**src/odq_pkg.sv**
```systemverilog
// Shared widths, register codes and the Bayer threshold function of the ordered dither block.
package odq_pkg;

   localparam int PIX_W        = 16;
   localparam int COORD_W      = 16;
   localparam int POS_W        = 4;
   localparam int THR_W        = 8;
   localparam int LEVEL_W      = 8;
   localparam int OUT_W        = 8;
   localparam int DIV_STEPS    = 8;
   // Product, level estimate, level clamp and numerator stages, then the divider steps.
   localparam int CHAN_STAGES  = 4 + DIV_STEPS;
   localparam int POS_STAGES   = 2;

   localparam int DEF_MATRIX_SIZE = 16;

   localparam int CSR_ADDR_W   = 3;
   localparam int CSR_DATA_W   = 32;
   localparam logic [0:0] CSR_LEVEL_STEPS = 1'b0;
   localparam logic [LEVEL_W-1:0] LEVEL_RESET = 8'd1;

   // Threshold of the 16x16 Bayer matrix at the given column and row.
   function automatic logic [THR_W-1:0] bayer_threshold(input logic [POS_W-1:0] col,
                                                         input logic [POS_W-1:0] row);
      logic [THR_W-1:0] v;
      v = '0;
      for (int i = 0; i < POS_W; i++) begin
         v[THR_W-1-2*i] = col[i] ^ row[i];
         v[THR_W-2-2*i] = row[i];
      end
      return v;
   endfunction

endpackage

```
**src/odq_req_if.sv**
```systemverilog
// Pixel input channel: valid, ready and one pixel with its position.
interface odq_req_if;
   import odq_pkg::*;

   logic               valid;
   logic               ready;
   logic [PIX_W-1:0]   red_in;
   logic [PIX_W-1:0]   green_in;
   logic [PIX_W-1:0]   blue_in;
   logic [COORD_W-1:0] pixel_col;
   logic [COORD_W-1:0] pixel_row;

   modport source (output valid, red_in, green_in, blue_in, pixel_col, pixel_row,
                   input ready);
   modport sink   (input valid, red_in, green_in, blue_in, pixel_col, pixel_row,
                   output ready);
endinterface

```
**src/odq_rsp_if.sv**
```systemverilog
// Result channel: valid, ready and one dithered RGB byte triple.
interface odq_rsp_if;
   import odq_pkg::*;

   logic             valid;
   logic             ready;
   logic [OUT_W-1:0] red_out;
   logic [OUT_W-1:0] green_out;
   logic [OUT_W-1:0] blue_out;

   modport source (output valid, red_out, green_out, blue_out, input ready);
   modport sink   (input valid, red_out, green_out, blue_out, output ready);
endinterface

```
**src/ordered_dither_rgb_top.sv**
```systemverilog
// Top level of the ordered Bayer dither block for RGB pixels.
//
//   channel   role    handshake             payload
//   req_chan  input   valid/ready           red_in, green_in, blue_in, pixel_col, pixel_row
//   rsp_chan  output  valid/ready           red_out, green_out, blue_out
//   csr_*     config  APB, pready always 1  level_steps at byte address 0
//
// One item enters per clock while rsp_chan does not stall, and passes 14 register stages:
// two position stages (matrix modulo and threshold lookup), four arithmetic stages and
// the eight steps of the per-channel restoring divider.
// Reset clears all stage valid bits and sets level_steps to 1.
// A stall on rsp_chan holds the full stages that have no empty stage after them;
// others advance into the gaps, so req_chan stays ready until every stage holds an item.
module ordered_dither_rgb_top #(
   parameter int MATRIX_SIZE = odq_pkg::DEF_MATRIX_SIZE
) (
   input  logic                            clock,
   input  logic                            reset,
   odq_req_if.sink                         req_chan,
   odq_rsp_if.source                       rsp_chan,
   input  logic                            csr_psel,
   input  logic                            csr_penable,
   input  logic                            csr_pwrite,
   input  logic [odq_pkg::CSR_ADDR_W-1:0]  csr_paddr,
   input  logic [odq_pkg::CSR_DATA_W-1:0]  csr_pwdata,
   output logic [odq_pkg::CSR_DATA_W-1:0]  csr_prdata,
   output logic                            csr_pready
);
   import odq_pkg::*;

   localparam int NSTG        = POS_STAGES + CHAN_STAGES;
   localparam int RECIP_SHIFT = COORD_W + POS_W;
   localparam int RECIP       = (1 << RECIP_SHIFT) / MATRIX_SIZE;
   localparam int MPROD_W     = COORD_W + RECIP_SHIFT;

   logic [LEVEL_W-1:0]             level_ff, level_in;
   logic                           csr_write;

   logic [NSTG-1:0]                v_ff, v_in;
   logic [NSTG-1:0]                en;

   logic [MPROD_W-1:0]             col_prod, row_prod;
   logic [COORD_W-1:0]             col_ff, row_ff, qc_ff, qr_ff, qc_in, qr_in;
   logic [COORD_W-1:0]             col_rem, row_rem, col_fix, row_fix;
   logic [THR_W-1:0]               t_ff, t_in;
   logic [2:0][PIX_W-1:0]          x0_ff, x1_ff;
   logic [2:0][OUT_W-1:0]          chan_out;

   // Configuration register.
   assign csr_write  = csr_psel && csr_penable && csr_pwrite;
   assign csr_pready = 1'b1;
   assign csr_prdata = (csr_paddr[2] == CSR_LEVEL_STEPS) ? CSR_DATA_W'(level_ff) : '0;

   always_comb begin
      level_in = level_ff;
      if (csr_write && csr_paddr[2] == CSR_LEVEL_STEPS) begin
         level_in = csr_pwdata[LEVEL_W-1:0];
      end
   end

   always_ff @(posedge clock) begin
      if (reset) begin
         level_ff <= LEVEL_RESET;
      end else begin
         level_ff <= level_in;
      end
   end

   // A stage may load when it or some stage after it is empty, or the output is taken.
   genvar g;
   generate
      for (g = 0; g < NSTG; g++) begin : g_en
         assign en[g] = rsp_chan.ready || !(&v_ff[NSTG-1:g]);
      end
   endgenerate

   assign v_in = {v_ff[NSTG-2:0], req_chan.valid};

   always_ff @(posedge clock) begin
      if (reset) begin
         v_ff <= '0;
      end else begin
         for (int i = 0; i < NSTG; i++) begin
            if (en[i]) begin
               v_ff[i] <= v_in[i];
            end
         end
      end
   end

   assign req_chan.ready = en[0];

   // Position modulo the matrix size: the reciprocal quotient is at most one low.
   always_comb begin
      col_prod = MPROD_W'(req_chan.pixel_col) * MPROD_W'(RECIP);
      row_prod = MPROD_W'(req_chan.pixel_row) * MPROD_W'(RECIP);
      qc_in    = col_prod[MPROD_W-1:RECIP_SHIFT];
      qr_in    = row_prod[MPROD_W-1:RECIP_SHIFT];

      col_rem  = col_ff - COORD_W'(qc_ff * COORD_W'(MATRIX_SIZE));
      row_rem  = row_ff - COORD_W'(qr_ff * COORD_W'(MATRIX_SIZE));
      col_fix  = (col_rem >= COORD_W'(MATRIX_SIZE)) ? col_rem - COORD_W'(MATRIX_SIZE) : col_rem;
      row_fix  = (row_rem >= COORD_W'(MATRIX_SIZE)) ? row_rem - COORD_W'(MATRIX_SIZE) : row_rem;
      t_in     = bayer_threshold(col_fix[POS_W-1:0], row_fix[POS_W-1:0]);
   end

   always_ff @(posedge clock) begin
      if (en[0]) begin
         col_ff   <= req_chan.pixel_col;
         row_ff   <= req_chan.pixel_row;
         qc_ff    <= qc_in;
         qr_ff    <= qr_in;
         x0_ff[0] <= req_chan.red_in;
         x0_ff[1] <= req_chan.green_in;
         x0_ff[2] <= req_chan.blue_in;
      end
      if (en[1]) begin
         t_ff  <= t_in;
         x1_ff <= x0_ff;
      end
   end

   generate
      for (g = 0; g < 3; g++) begin : g_chan
         odq_channel u_chan (
            .clock       (clock),
            .stage_en    (en[NSTG-1:POS_STAGES]),
            .pix_in      (x1_ff[g]),
            .thr_in      (t_ff),
            .level_steps (level_ff),
            .byte_out    (chan_out[g])
         );
      end
   endgenerate

   assign rsp_chan.valid     = v_ff[NSTG-1];
   assign rsp_chan.red_out   = chan_out[0];
   assign rsp_chan.green_out = chan_out[1];
   assign rsp_chan.blue_out  = chan_out[2];

endmodule

```
**src/odq_channel.sv**
```systemverilog
// Pipelined quantizer of one color channel: level index, clamp and restoring divider.
module odq_channel (
   input  logic                              clock,
   input  logic [odq_pkg::CHAN_STAGES-1:0]   stage_en,
   input  logic [odq_pkg::PIX_W-1:0]         pix_in,
   input  logic [odq_pkg::THR_W-1:0]         thr_in,
   input  logic [odq_pkg::LEVEL_W-1:0]       level_steps,
   output logic [odq_pkg::OUT_W-1:0]         byte_out
);
   import odq_pkg::*;

   localparam int PROD_W = PIX_W + LEVEL_W;
   localparam int QUO_W  = PROD_W - 8;
   localparam int EST_W  = 9;
   localparam int NUM_W  = 16;

   logic [PROD_W-1:0]                  prod_ff, prod_in;
   logic [QUO_W-1:0]                   quo_ff, quo_in;
   logic [EST_W-1:0]                   est_ff, est_in;
   logic [QUO_W+EST_W-1:0]             est_prod;
   logic [QUO_W:0]                     rem;
   logic [EST_W-1:0]                   lvl_raw;
   logic [LEVEL_W-1:0]                 lvl_ff, lvl_in;
   logic [NUM_W-1:0]                   num_ff, num_in;
   logic [DIV_STEPS-1:0][NUM_W-1:0]    work_ff, work_in;
   logic [DIV_STEPS-1:0][NUM_W-1:0]    div_src;
   logic [DIV_STEPS-1:0][LEVEL_W:0]    div_trial;
   logic [DIV_STEPS-1:0][LEVEL_W:0]    div_diff;

   always_comb begin
      // P = x*L + t*255; the level index is floor(P / 65280).
      prod_in  = PROD_W'(pix_in) * PROD_W'(level_steps) + PROD_W'(thr_in) * PROD_W'(255);

      // floor(Q / 255) with Q = P / 256, estimated by Q*257 / 65536 and
      // corrected once below.
      quo_in   = prod_ff[PROD_W-1:8];
      est_prod = (QUO_W+EST_W)'(quo_in) * (QUO_W+EST_W)'(257);
      est_in   = est_prod[QUO_W+EST_W-1:16];

      rem      = (QUO_W+1)'(quo_ff) - (QUO_W+1)'(est_ff) * (QUO_W+1)'(255);
      lvl_raw  = est_ff + EST_W'(rem >= (QUO_W+1)'(255));
      lvl_in   = (lvl_raw > EST_W'(level_steps)) ? level_steps : lvl_raw[LEVEL_W-1:0];

      // round-half-up(k*255/L) equals floor((255k + floor(L/2)) / L).
      num_in   = NUM_W'(lvl_ff) * NUM_W'(255) + NUM_W'(level_steps[LEVEL_W-1:1]);

      // One quotient bit per stage; the upper byte holds the partial remainder.
      for (int j = 0; j < DIV_STEPS; j++) begin
         div_src[j]   = (j == 0) ? num_ff : work_ff[(j == 0) ? 0 : j-1];
         div_trial[j] = {div_src[j][NUM_W-1:8], div_src[j][7]};
         div_diff[j]  = div_trial[j] - {1'b0, level_steps};
         if (div_trial[j] >= {1'b0, level_steps}) begin
            work_in[j] = {div_diff[j][LEVEL_W-1:0], div_src[j][6:0], 1'b1};
         end else begin
            work_in[j] = {div_trial[j][LEVEL_W-1:0], div_src[j][6:0], 1'b0};
         end
      end
   end

   always_ff @(posedge clock) begin
      if (stage_en[0]) begin
         prod_ff <= prod_in;
      end
      if (stage_en[1]) begin
         quo_ff <= quo_in;
         est_ff <= est_in;
      end
      if (stage_en[2]) begin
         lvl_ff <= lvl_in;
      end
      if (stage_en[3]) begin
         num_ff <= num_in;
      end
      for (int j = 0; j < DIV_STEPS; j++) begin
         if (stage_en[4+j]) begin
            work_ff[j] <= work_in[j];
         end
      end
   end

   // With zero steps every level clamps to zero and the output is zero.
   assign byte_out = (level_steps == '0) ? '0 : work_ff[DIV_STEPS-1][OUT_W-1:0];

endmodule

```
**src/flat_wrapper.sv**
```systemverilog
// flat-port wrapper written by rule: the top's interface ports become plain ports
module ordered_dither_rgb_top_flat import odq_pkg::*;
#(
   parameter int MATRIX_SIZE = odq_pkg::DEF_MATRIX_SIZE
)
  (clock, reset, csr_psel, csr_penable, csr_pwrite, csr_paddr, csr_pwdata, csr_prdata, csr_pready, req_chan_valid, req_chan_red_in, req_chan_green_in, req_chan_blue_in, req_chan_pixel_col, req_chan_pixel_row, req_chan_ready, rsp_chan_valid, rsp_chan_red_out, rsp_chan_green_out, rsp_chan_blue_out, rsp_chan_ready);
  odq_req_if req_chan_i ();
  odq_rsp_if rsp_chan_i ();
  input  logic clock;
  input  logic reset;
  input  logic csr_psel;
  input  logic csr_penable;
  input  logic csr_pwrite;
  input  logic [odq_pkg::CSR_ADDR_W-1:0] csr_paddr;
  input  logic [odq_pkg::CSR_DATA_W-1:0] csr_pwdata;
  output logic [odq_pkg::CSR_DATA_W-1:0] csr_prdata;
  output logic csr_pready;
  input wire logic [$bits(req_chan_i.valid)-1:0] req_chan_valid;
  input wire logic [$bits(req_chan_i.red_in)-1:0] req_chan_red_in;
  input wire logic [$bits(req_chan_i.green_in)-1:0] req_chan_green_in;
  input wire logic [$bits(req_chan_i.blue_in)-1:0] req_chan_blue_in;
  input wire logic [$bits(req_chan_i.pixel_col)-1:0] req_chan_pixel_col;
  input wire logic [$bits(req_chan_i.pixel_row)-1:0] req_chan_pixel_row;
  output wire logic [$bits(req_chan_i.ready)-1:0] req_chan_ready;
  output wire logic [$bits(rsp_chan_i.valid)-1:0] rsp_chan_valid;
  output wire logic [$bits(rsp_chan_i.red_out)-1:0] rsp_chan_red_out;
  output wire logic [$bits(rsp_chan_i.green_out)-1:0] rsp_chan_green_out;
  output wire logic [$bits(rsp_chan_i.blue_out)-1:0] rsp_chan_blue_out;
  input wire logic [$bits(rsp_chan_i.ready)-1:0] rsp_chan_ready;
  assign req_chan_i.valid = req_chan_valid;
  assign req_chan_i.red_in = req_chan_red_in;
  assign req_chan_i.green_in = req_chan_green_in;
  assign req_chan_i.blue_in = req_chan_blue_in;
  assign req_chan_i.pixel_col = req_chan_pixel_col;
  assign req_chan_i.pixel_row = req_chan_pixel_row;
  assign req_chan_ready = req_chan_i.ready;
  assign rsp_chan_valid = rsp_chan_i.valid;
  assign rsp_chan_red_out = rsp_chan_i.red_out;
  assign rsp_chan_green_out = rsp_chan_i.green_out;
  assign rsp_chan_blue_out = rsp_chan_i.blue_out;
  assign rsp_chan_i.ready = rsp_chan_ready;
  ordered_dither_rgb_top #(.MATRIX_SIZE(MATRIX_SIZE)) u_core (.clock(clock), .reset(reset), .req_chan(req_chan_i), .rsp_chan(rsp_chan_i), .csr_psel(csr_psel), .csr_penable(csr_penable), .csr_pwrite(csr_pwrite), .csr_paddr(csr_paddr), .csr_pwdata(csr_pwdata), .csr_prdata(csr_prdata), .csr_pready(csr_pready));
endmodule
```
**config.mk**
```make
export PLATFORM = sky130hd
export DESIGN_NAME = ordered_dither_rgb_top_flat
export DESIGN_NICKNAME = d
export VERILOG_FILES = /design/src/odq_pkg.sv /design/src/odq_req_if.sv /design/src/odq_rsp_if.sv /design/src/ordered_dither_rgb_top.sv /design/src/odq_channel.sv /design/src/flat_wrapper.sv
export SDC_FILE = /design/constraint.sdc
export NUM_CORES = 2
export LEC_CHECK = 0
export BUFFER_PORTS_ARGS = -buffer_cell sky130_fd_sc_hd__buf_2
export CAP_MARGIN = 20
export CORE_MARGIN = 2
export CORE_UTILIZATION = 55
export CTS_CLUSTER_SIZE = 30
export DETAILED_ROUTE_END_ITERATION = 6
export PLACE_DENSITY = 0.75
export SLEW_MARGIN = 20
export SYNTH_ARGS = -nofsm -noshare
export SYNTH_HDL_FRONTEND = slang
export SYNTH_SLANG_ARGS = --single-unit
export TNS_END_PERCENT = 1
```
**constraint.sdc**
```tcl
create_clock -name clock -period 13.01 [get_ports clock]
set_clock_uncertainty 0.1 [all_clocks]
set_input_delay 2.602 -clock clock [delete_from_list [all_inputs] [get_ports clock]]
set_output_delay 2.602 -clock clock [all_outputs]
set_load 0.02 [all_outputs]
```
==> flow_summary.toml <==
[placed_design]
port_buffers = 105
place_congestion = 0.8745
pre_cts_slack_ps = 3378
dpl.hpwl_um = 91790

[routing]
num_vias = 40530
drt_wl_total_um = 121700
ant_nets = 0
viasPerCell = 5.519
dr.pass1.iters = 5
wire_per_inst_um = 16.57
drt-initial-drc-count = 2335
drc = 0

[timing]
hold_violations = 0
period_needed_ps = 9544
rsz0062_at_grt = "false"
slew_headroom_pct = 29.32
setup_ws_ps = 3466
setup_violations = 0
fin_crit_sh_pct = 73.36
drv_slew = 0
worst_slew_pin_slew_ps = 1053
clock.fmax_mhz = 104.8
finalSetupTns_ps = 0

[floorplan]
die_w_um = 337.9
core_area_um2 = 110700
rows = 122
die_h_um = 337.9
die_area_um2 = 114200
start_util_pct = 55.42
boundaryPins = 181

[clock_tree]
numCtsBuffers = 79
clk_path_buf_depth = 3
clk_latency_ps = 660
cts_resized = 0
htree_levels = 3
path_clk_slew_ps = 60
cts_sinks = 689
cts_hold_buf = 0
cts_setup_buffers = 0
cts_tree = "yes"
clockRootBuffer = "clkbuf_16"

[critical_path]
crit_type = "reg -> reg"
cp.required_ps = 13330
cp.arrival_ps = 9860
cp-end-kind = "register"
worstSetupStartpointType = "register"
critPathMaxFanout = 7

[yosys]
ys_types = 82
avgSynthCellArea_um2 = 10.74
postSynthCellCount = 5709
ys_seq_elements = 689
syn-cell-area_um2 = 61330
async_flop_share_pct = 0
ys_warn_count = 0
ys.flop_type = "edfxtp_1"
ys_seq_area_share_pct = 33.37
synth_edf_count = 667

[job]
max-cap-violations = 0

[global_routing]
gr-total-overflow = 0
antenna_found_initial = 2
grt_max_degree = 59
grt_pass1_wl_um = 204300
grt_usage_pct = 21.98
grt_pass1_vias = 41760

[finish]
fin_nets = 7209
final_layout_size_suffix_gt1_share_pct = 7.001
diodes = 0
area.growth.synth_to_final_pct = 7.685

[hold_path]
hold_path_class = "reg -> reg"

[run_status]
outcome = "complete, no violations"
## per-stage QoR
step | hold slack [ps] | instance area [um^2] | instances | util [%]
after detailed placement | 304.5 | 63350 | 7197 | 57.24
after global placement | 300.3 | 63340 | 7197 | 57.24
after CTS | 299.7 | 66040 | 7344 | 59.67
final | 305.5 | 66050 | 7344 | 59.68
after global routing | 309.1 | 66050 | 7344 | 59.68
after floorplan | 300.3 | 61420 | 5732 | -
## cell type report
cell class	instances	area [um^2]
clock buffers	95	2097
clock inverters	52	591.8
fillers	8676	44620
inverters	1003	3765
multi-input cells	3891	36560
flip-flops and latches	689	20480
well taps	1488	1862
repair buffers	126	683.2
## worst max-delay path: stages, from the launching register on
cell,delay [ps]
edfxtp_1,570
fa_1,660
inv_1,80
fa_1,560
fa_1,430
fa_1,480
inv_1,40
ha_1,300
a21boi_0,140
o21ai_0,230
a21oi_1,130
a41o_1,280
o41a_1,330
xnor2_1,850
fa_1,570
fa_1,510
fa_1,510
fa_1,490
inv_1,40
ha_1,320
a21o_1,210
a21o_1,180
a221o_1,360
or2_2,280
o221ai_1,250
a21oi_1,150
a21oi_1,200
xnor2_1,80
## cell families (layout without fill, tap and decap cells)
| group | count (synthesis) | after routing | share of synthesized area (%) |
|---|---|---|---|
| mux | 104 | 104 | 1.858 |
| fa+ha+maj | 1297 | 1297 | 33.84 |
| xor+xnor | 201 | 201 | 2.870 |
| buf+inv | 1152 | 1276 | 7.205 |
| other cells | 2 | 25 | 0.01224 |
| flops | 689 | 689 | 33.37 |
| compound gates | 808 | 808 | 9.054 |
| simple gates | 1456 | 1456 | 11.79 |
## Yosys cell counts (all sizes together) (69+ instances only)
library cell	instances	share of area [%]
inv	1003	6.1
ha	694	14
edfxtp	667	33
fa	603	20
nand2	413	2.5
nor2	297	1.8
and2	216	2.2
o21ai	181	1.5
xnor2	143	2.0
a21oi	112	0.92
clkbuf	111	0.68
nand3	108	0.88
nor3	93	0.76
a21boi	80	0.98
mux2	79	1.5
a211oi	77	0.94
o21a	69	0.84
## final timing paths
path | from | end | slack [ps] | cells after the start
worst max register to register | u_core.t_ff[0] | u_core.g_chan[0].u_chan.prod_ff[23] | 3470 | 27
worst max-delay path | u_core.t_ff[0] | u_core.g_chan[0].u_chan.prod_ff[23] | 3470 | 27
worst min-delay path | u_core.g_chan[1].u_chan.div_src[38] | u_core.g_chan[1].u_chan.div_src[55] | 310 | 0
worst min register to register | u_core.g_chan[1].u_chan.div_src[38] | u_core.g_chan[1].u_chan.div_src[55] | 310 | 0
## per-layer routing
layer  track usage [%]  routed length, um  vias up
met1             28.66              52850    19920
met4             6.496               3175        0
met5                 0                  0        -
met2             38.46              59900      935
met3             2.717               5762      205
li1                  -                  -    19470
## placed cells by master (no fill, tap or decap), types with 32 or more instances in the layout
cell       instances
mux2_2            79
nand4_1           54
edfxtp_1         667
inv_1            991
nand3_1          107
o211ai_1          40
xor2_1            58
nor3_1            93
fa_1             603
a21oi_1          111
a21o_1            57
a21boi_0          80
buf_2            105
and2_1           216
xnor2_1          143
nor2b_1           68
nand2b_1          32
clkbuf_16         79
or4_1             46
a31oi_1           51
o21a_1            69
nand2_1          408
a211oi_1          77
ha_1             694
nor2_1           297
o21ai_0          179
## flip-flops by register name (all words and copies together), names as in the netlist, 14 cells and up
name	flops
u_core.g_chan.u_chan.lvl_ff	24
u_core.g_chan.u_chan.prod_ff	48
u_core.v_ff	14
u_core.g_chan.u_chan.div_src	336
u_core.g_chan.u_chan.work_ff	24
u_core.x0_ff	48
u_core.x1_ff	48
u_core.g_chan.u_chan.num_ff	48
u_core.g_chan.u_chan.est_ff	27
u_core.g_chan.u_chan.quo_ff	48
Power is not shown: default switching activity piles up to over one toggle a cycle in this logic, so the estimate is an artifact.
